[src/sv/tws_pkg.sv]
// shared types and constants of the timing wheel scheduler
`default_nettype none

package tws_pkg;

  localparam int WHEEL_SLOTS     = 256;
  localparam int SLOT_BITS       = 8;
  localparam int CYCLE_BITS      = 32;
  localparam int OUT_HANDLE_BITS = 16;
  localparam logic [CYCLE_BITS-1:0] MAX_AHEAD = 32'd255;

  typedef enum logic {
    OP_SCHEDULE = 1'b0,
    OP_TICK     = 1'b1
  } op_t;

  typedef enum logic [1:0] {
    KIND_ACK   = 2'd0,
    KIND_DUE   = 2'd1,
    KIND_EMPTY = 2'd2
  } kind_t;

  typedef enum logic [1:0] {
    ST_IDLE,
    ST_FILL,
    ST_DISPATCH
  } state_t;

  // controls of the slot fill count store
  typedef struct packed {
    logic                 re;
    logic [SLOT_BITS-1:0] rd_slot;
    logic                 we;
    logic                 clr;
    logic [SLOT_BITS-1:0] wr_slot;
  } fill_ctl_t;

endpackage

`default_nettype wire

[src/sv/tws_fill_store.sv]
// per-slot fill counts: memory plus valid bits cleared at reset
`default_nettype none

module tws_fill_store import tws_pkg::*; #(
  parameter int FILL_W = 5
) (
  input  wire logic              clk,
  input  wire logic              rst,
  input  wire fill_ctl_t         ctl,
  input  wire logic [FILL_W-1:0] wr_fill,
  output logic      [FILL_W-1:0] rd_fill
);

  logic [FILL_W-1:0]      fill_mem [WHEEL_SLOTS];
  logic [WHEEL_SLOTS-1:0] valid;
  logic [FILL_W-1:0]      rd_raw;
  logic                   rd_vld;

  always_ff @(posedge clk) begin
    if (ctl.we) begin
      fill_mem[ctl.wr_slot] <= wr_fill;
    end
    if (ctl.re) begin
      rd_raw <= fill_mem[ctl.rd_slot];
      rd_vld <= valid[ctl.rd_slot];
    end
  end

  // an entry never written since reset or since its last tick reads as empty
  always_ff @(posedge clk) begin
    if (rst) begin
      valid <= '0;
    end else if (ctl.we) begin
      valid[ctl.wr_slot] <= 1'b1;
    end else if (ctl.clr) begin
      valid[ctl.wr_slot] <= 1'b0;
    end
  end

  assign rd_fill = rd_vld ? rd_raw : '0;

endmodule

`default_nettype wire

[config.mk]
export PLATFORM = sky130hd
export DESIGN_NAME = tws_fill_store
export DESIGN_NICKNAME = d
export VERILOG_FILES = /design/src/sv/tws_pkg.sv /design/src/sv/tws_fill_store.sv
export SDC_FILE = /design/constraint.sdc
export NUM_CORES = 2
export LEC_CHECK = 0
export CORE_ASPECT_RATIO = 0.8
export CORE_MARGIN = 1.5
export CORE_UTILIZATION = 53
export CTS_CLUSTER_DIAMETER = 30
export DETAILED_ROUTE_END_ITERATION = 10
export DONT_BUFFER_PORTS = 1
export PLACE_DENSITY = 0.76
export SYNTH_ARGS = -nofsm -noshare
export SYNTH_HDL_FRONTEND = slang
export SYNTH_SLANG_ARGS = --single-unit
export TNS_END_PERCENT = 5
[constraint.sdc]
create_clock -name clk -period 4 [get_ports clk]
set_clock_uncertainty 0.2 [all_clocks]
set_input_delay 0.8 -clock clk [delete_from_list [all_inputs] [get_ports clk]]
set_output_delay 0.8 -clock clk [all_outputs]
set_load 0.02 [all_outputs]
Yosys cells after proc, flatten, opt, wreduce, memory -nomap -nowiden

Memory sizes are Yosys's and may differ from the RTL's. A register that Yosys moved wholly into a read port is not among the register bits.
Cells that the tools add are included.
W data, S select, Z words.

Bitwise gates (word level): 3
$lt $le $gt $ge: 3
Muxes and demuxes: 9
Reductions and logical operators: 2

Operators with widths:

| kind                 | count |
|---|---|
| $mux W256            | 2 |
| $and A256 B256 Y256  | 1 |
| $not A256 Y256       | 1 |
| $or A256 B256 Y256   | 1 |
| $lt A8 B9 Y1 const B | 2 |
| $bmux W1 S8          | 1 |
| $demux W1 S8         | 1 |
| $ge A8 B1 Y1 const B | 1 |
| $mux W5              | 1 |
| $mux W1              | 4 |
| $reduce_bool A2 Y1   | 1 |
| $logic_and A1 B1 Y1  | 1 |

Bits in writable memories: 1,280
Word-level logic and storage cells: 20
Input bits: 26
Bits in registers: 257
Memories kept: 1
Output and inout bits: 5

Memory list:

| name     | words | bits a word | read ports | clocked after memory_dff | wr ports | RTL line             | RTL |
|---|---|---|---|---|---|---|---|
| fill_mem | 256   | 5           | 1          | 1                        | 1        | tws_fill_store.sv:14 | `logic [FILL_W-1:0] fill_mem [WHEEL_SLOTS];` |

Depth between registers and ports, before layout

Word-level depth: 8
Mapped depth: 13
Mapped depth without buffers: 7

Worst setup path after synthesis

OpenSTA, ideal clock, no wires.

Path type: input port to flip-flop
From: input ctl[10] (netlist name)
To: register rd_vld, data pin
Data arrival time: 2.860 ns
Setup slack: 0.664 ns
Setup time: 0.276 ns
Buffers on the path: 5
Required time: 3.524 ns
Stages: 10
Cell sequence: buf_6 -> buf_6 -> buf_4 -> buf_4 -> buf_2 -> mux4_2 -> mux2i_1 -> o221ai_1 -> a32oi_1 -> o221ai_1

Cells in the longest elaborated chain, start to end: 2

RTL lines:

| element                       | RTL line             | RTL |
|---|---|---|
| start: declaration            | tws_fill_store.sv:9  | `input wire fill_ctl_t ctl,` |
| $bmux W1 S8                   | tws_fill_store.sv:25 | `rd_vld <= valid[ctl.rd_slot];` |
| $mux W1 (not written as such) | tws_fill_store.sv:25 |  |
| end signal: assignment        | tws_fill_store.sv:25 |  |
| end: declaration              | tws_fill_store.sv:17 | `logic rd_vld;` |

No other way between the ends. The select of a mux whose other input is x is not followed.
A chain may end at the register's enable or synchronous reset.

==> key figures <==
Clock tree
  – Clk sinks: ~1500
  – Clock tree buffer depth: 3
  – CTS tree: done
  – H-tree depth: 4
  – Clk pin slew, worst setup/hold paths: ~60 ps
  – Clock latency at the later pin of the worst-skew pair: between 800 and 900 ps
  – Setup Fix Bufs, Post-CTS: 0
  – Number of CTS-inserted buffers: around 210
  – Clock root buffer: clkbuf_16

Timing
  – Final setup TNS: -7865 ps
  – Rel. slew slack: -1.765
  – Slew at the pin closest to its max-slew limit: just over 4000 ps
  – # setup viols final: 6
  – RSZ-0062 raised after global routing: no
  – Hold Violations, Final: 0
  – Min Tclk post-route: 5548 ps
  – Final period utilization: 1.387
  – Max frequency: roughly 180 MHz
  – Max Transition Viols Final: between 300 and 400
  – Setup WS post-layout: -1548 ps

Run
  – Max-Cap Viols: 0

Route
  – Routed WL: 173.1 mm
  – Vias post-DR: between 30000 and 40000
  – Initial DRT Pass Iterations: 8
  – Routed vias/inst: between 6 and 7
  – ANT nets after route: 0
  – WL/cell: ~30 um
  – # DRC: 0
  – DR iter-0 viols: around 6300

Global route
  – Vias in the first global route: 36700
  – Global-route usage over all layers: 0.2944
  – Antenna violations before repair: 13
  – Global-route wire length before repair: between 200 and 300 mm
  – Grt total ovfl: 0
  – Largest net degree at the start of global routing: slightly above 400

Synthesis
  – Syn Inst Count: 3814
  – Asr flop ratio synth: 0
  – Synth warnings: 0
  – #FFs+latches synth: 1542
  – Sequential share of the synthesized area: 0.7084
  – Syn_area_per_cell: approximately 16 um^2
  – Main flop type after synthesis: edfxtp_1
  – Post-synth EDFFs: ~1300
  – Cell variety after synth: 57
  – Synthesized area: a little over 60000 um^2
  – Synth Net Count: approximately 3800

Die
  – Core Area: roughly 110000 um^2
  – Site row count: 111
  – Die area: between 100000 and 150000 um^2
  – Die Wd: 384.6 um
  – Starting density of the core: 0.5369
  – Die H: 308.3 um
  – I/O Pins: 31

Final layout
  – Share of cells above drive strength 1: 0.1997
  – Sequential cell area: roughly 44000 um^2
  – Most common cell after layout, fill and taps aside: edfxtp_1
  – Fill count: 7775
  – Area occupied by multi-input gates: 15930 um^2
  – Most frequent cells in the layout: 1286 x edfxtp_1, 328 x mux4_2, 314 x nand2_1
  – Syn-to-layout area delta: 16.17%
  – Nets: 3977

Outcome
  – Status: finished, violations left
  – Failing checks: slew limit, setup timing

Placed design
  – I/O Buffers: 0
  – Final GP Congestion: around 0.9
  – Dpl hpwl: around 93 mm

Power
  – Power Internal: 29470 uW
  – Comb pwr share: 0.038
  – Peak supply drop: 0.4703 mV
  – Sequential power share: 0.457
  – Pwr/cell area: ~530 nW/um^2
  – Sw Ratio: 0.2270
  – Clock share of power: 0.505
  – Leakage: 0.02546 uW
  – Final Power: ~38000 uW
  – Psw: between 8000 and 9000 uW

Setup path
  – Setup CP Type: primary input to register
  – Reg2Reg Depth: 5
  – Worst path required time: 4370 ps
  – Crit path DAT: about 6000 ps
  – Slowest stage delay, CP: approximately 1200 ps
  – Critical path's slowest cell: nor2b_1
  – Worst Setup End Kind: register
  – CP cell instances: nor2b_1 > nand2_1 > o21ai_0 > a22oi_1 > a31o_1 > a32oi_1 > or4_1
  – Startpoint class of the critical path: primary input
  – Crit path max fanout: a little over 400

Min path
  – Hold Crit Class: primary input to register
  – Hold-critical path depth: 1
-- layer usage --
layer  track usage  routed length, um  vias to the layer above
met4        0.1225               7127                        6
met2        0.4100              73800                     2929
met3        0.1174              26760                      511
li1              -                  -                    15150
met5             0                 76                        -
met1        0.4123              65370                    18810
-- synthesized netlist by cell type (3+ instances only) --
library cell | instances | area, um^2
a2111oi_0 | 4 | 35.03
a211oi_1 | 23 | 172.7
a21oi_1 | 286 | 1431
a221oi_1 | 31 | 271.5
a22o_1 | 14 | 122.6
a22oi_1 | 32 | 240.2
a31o_1 | 3 | 26.28
a31oi_1 | 4 | 25.02
a32oi_1 | 5 | 43.79
and2_1 | 13 | 81.33
and3_1 | 6 | 37.54
buf_1 | 12 | 45.04
buf_2 | 47 | 235.2
buf_4 | 18 | 135.1
buf_6 | 20 | 225.2
clkbuf_1 | 142 | 533.0
dfxtp_1 | 256 | 5125
edfxtp_1 | 1286 | 38620
inv_1 | 259 | 972.2
mux2_2 | 8 | 90.09
mux2i_1 | 190 | 1902
mux4_2 | 328 | 7387
nand2_1 | 314 | 1179
nand2b_1 | 13 | 81.33
nand3_1 | 17 | 85.08
nand4_1 | 6 | 37.54
nor2_1 | 50 | 187.7
nor2b_1 | 29 | 181.4
nor3_1 | 16 | 80.08
nor4_1 | 6 | 37.54
o211ai_1 | 10 | 75.07
o21ai_0 | 288 | 1441
o21ai_1 | 7 | 35.03
o221ai_1 | 23 | 201.4
o22ai_1 | 16 | 100.1
or2_2 | 4 | 25.02
-- timing repair --
item,4_1_cts,5_1_grt
gates resized for setup,0,0
hold endpoints to repair,954,0
hold buffers,96,0
-- per-stage QoR --
| step | std cells | utilization | setup slack [ps] | hold slack, ps | instance area (um^2) |
|---|---|---|---|---|---|
| floorplan | 3814 | - | 664.2 | 250.8 | 61750 |
| global placement | 5171 | 0.5487 | 537.7 | 256.9 | 63100 |
| detailed placement | 5171 | 0.5487 | 470.4 | 263.9 | 63100 |
| CTS | 5662 | 0.6235 | 1100 | 41.69 | 71700 |
| global route | 5663 | 0.6236 | 929.4 | 80.56 | 71710 |
| finish | 5672 | 0.6238 | -1548 | 88.16 | 71730 |
-- power by group through the flow --
| stage | Sequential (uW) | Combinational [uW] | Clock [uW] |
|---|---|---|---|
| floorplan | 17800 | 917 | 0 |
| CTS | 17400 | 1330 | 19300 |
| global route | 17400 | 1410 | 20000 |
| detailed placement | 17800 | 985 | 0 |
| global placement | 17800 | 977 | 0 |
| finish | 17400 | 1450 | 19200 |
-- worst max-delay path, delay by kind of cell --
kind	cells	cell delay, ps
AOI/OAI and AO/OA	4	1300
and+or+nand+nor	3	1840
-- final timing paths --
| path | slack, ps | start | endpoint |
|---|---|---|---|
| setup / recovery | -1550 | ctl[11] | rd_raw[2] |
| hold reg to reg | 270 | register | register |
| hold / removal | 90 | wr_fill[2] | fill_mem[4][2] |
| setup reg to reg | 930 | fill_mem[163][1] | rd_raw[1] |
-- cell families (layout without fill, tap and decap cells) --
group                  count (synthesis)  count (layout)  share of synthesized area
buffers and inverters                499             822                    0.03481
AO/OA/AOI/OAI                        764             764                    0.07117
AND/OR/NAND/NOR                      483             483                    0.03370
other                                  0              10                          0
flip-flops                          1542            1542                     0.7084
multiplexers                         526             526                     0.1519
-- final cells by class --
type / count / share of cell area
antenna: 10 / 0.0003489
clock buffer: 226 / 0.07480
clock inverter: 169 / 0.02814
inverter: 260 / 0.01361
multi-input combinational: 1773 / 0.2221
sequential: 1542 / 0.6098
tap: 1525 / 0.02660
timing repair buffer: 167 / 0.02463
No activity file was read; power rests on OpenSTA's default activity.
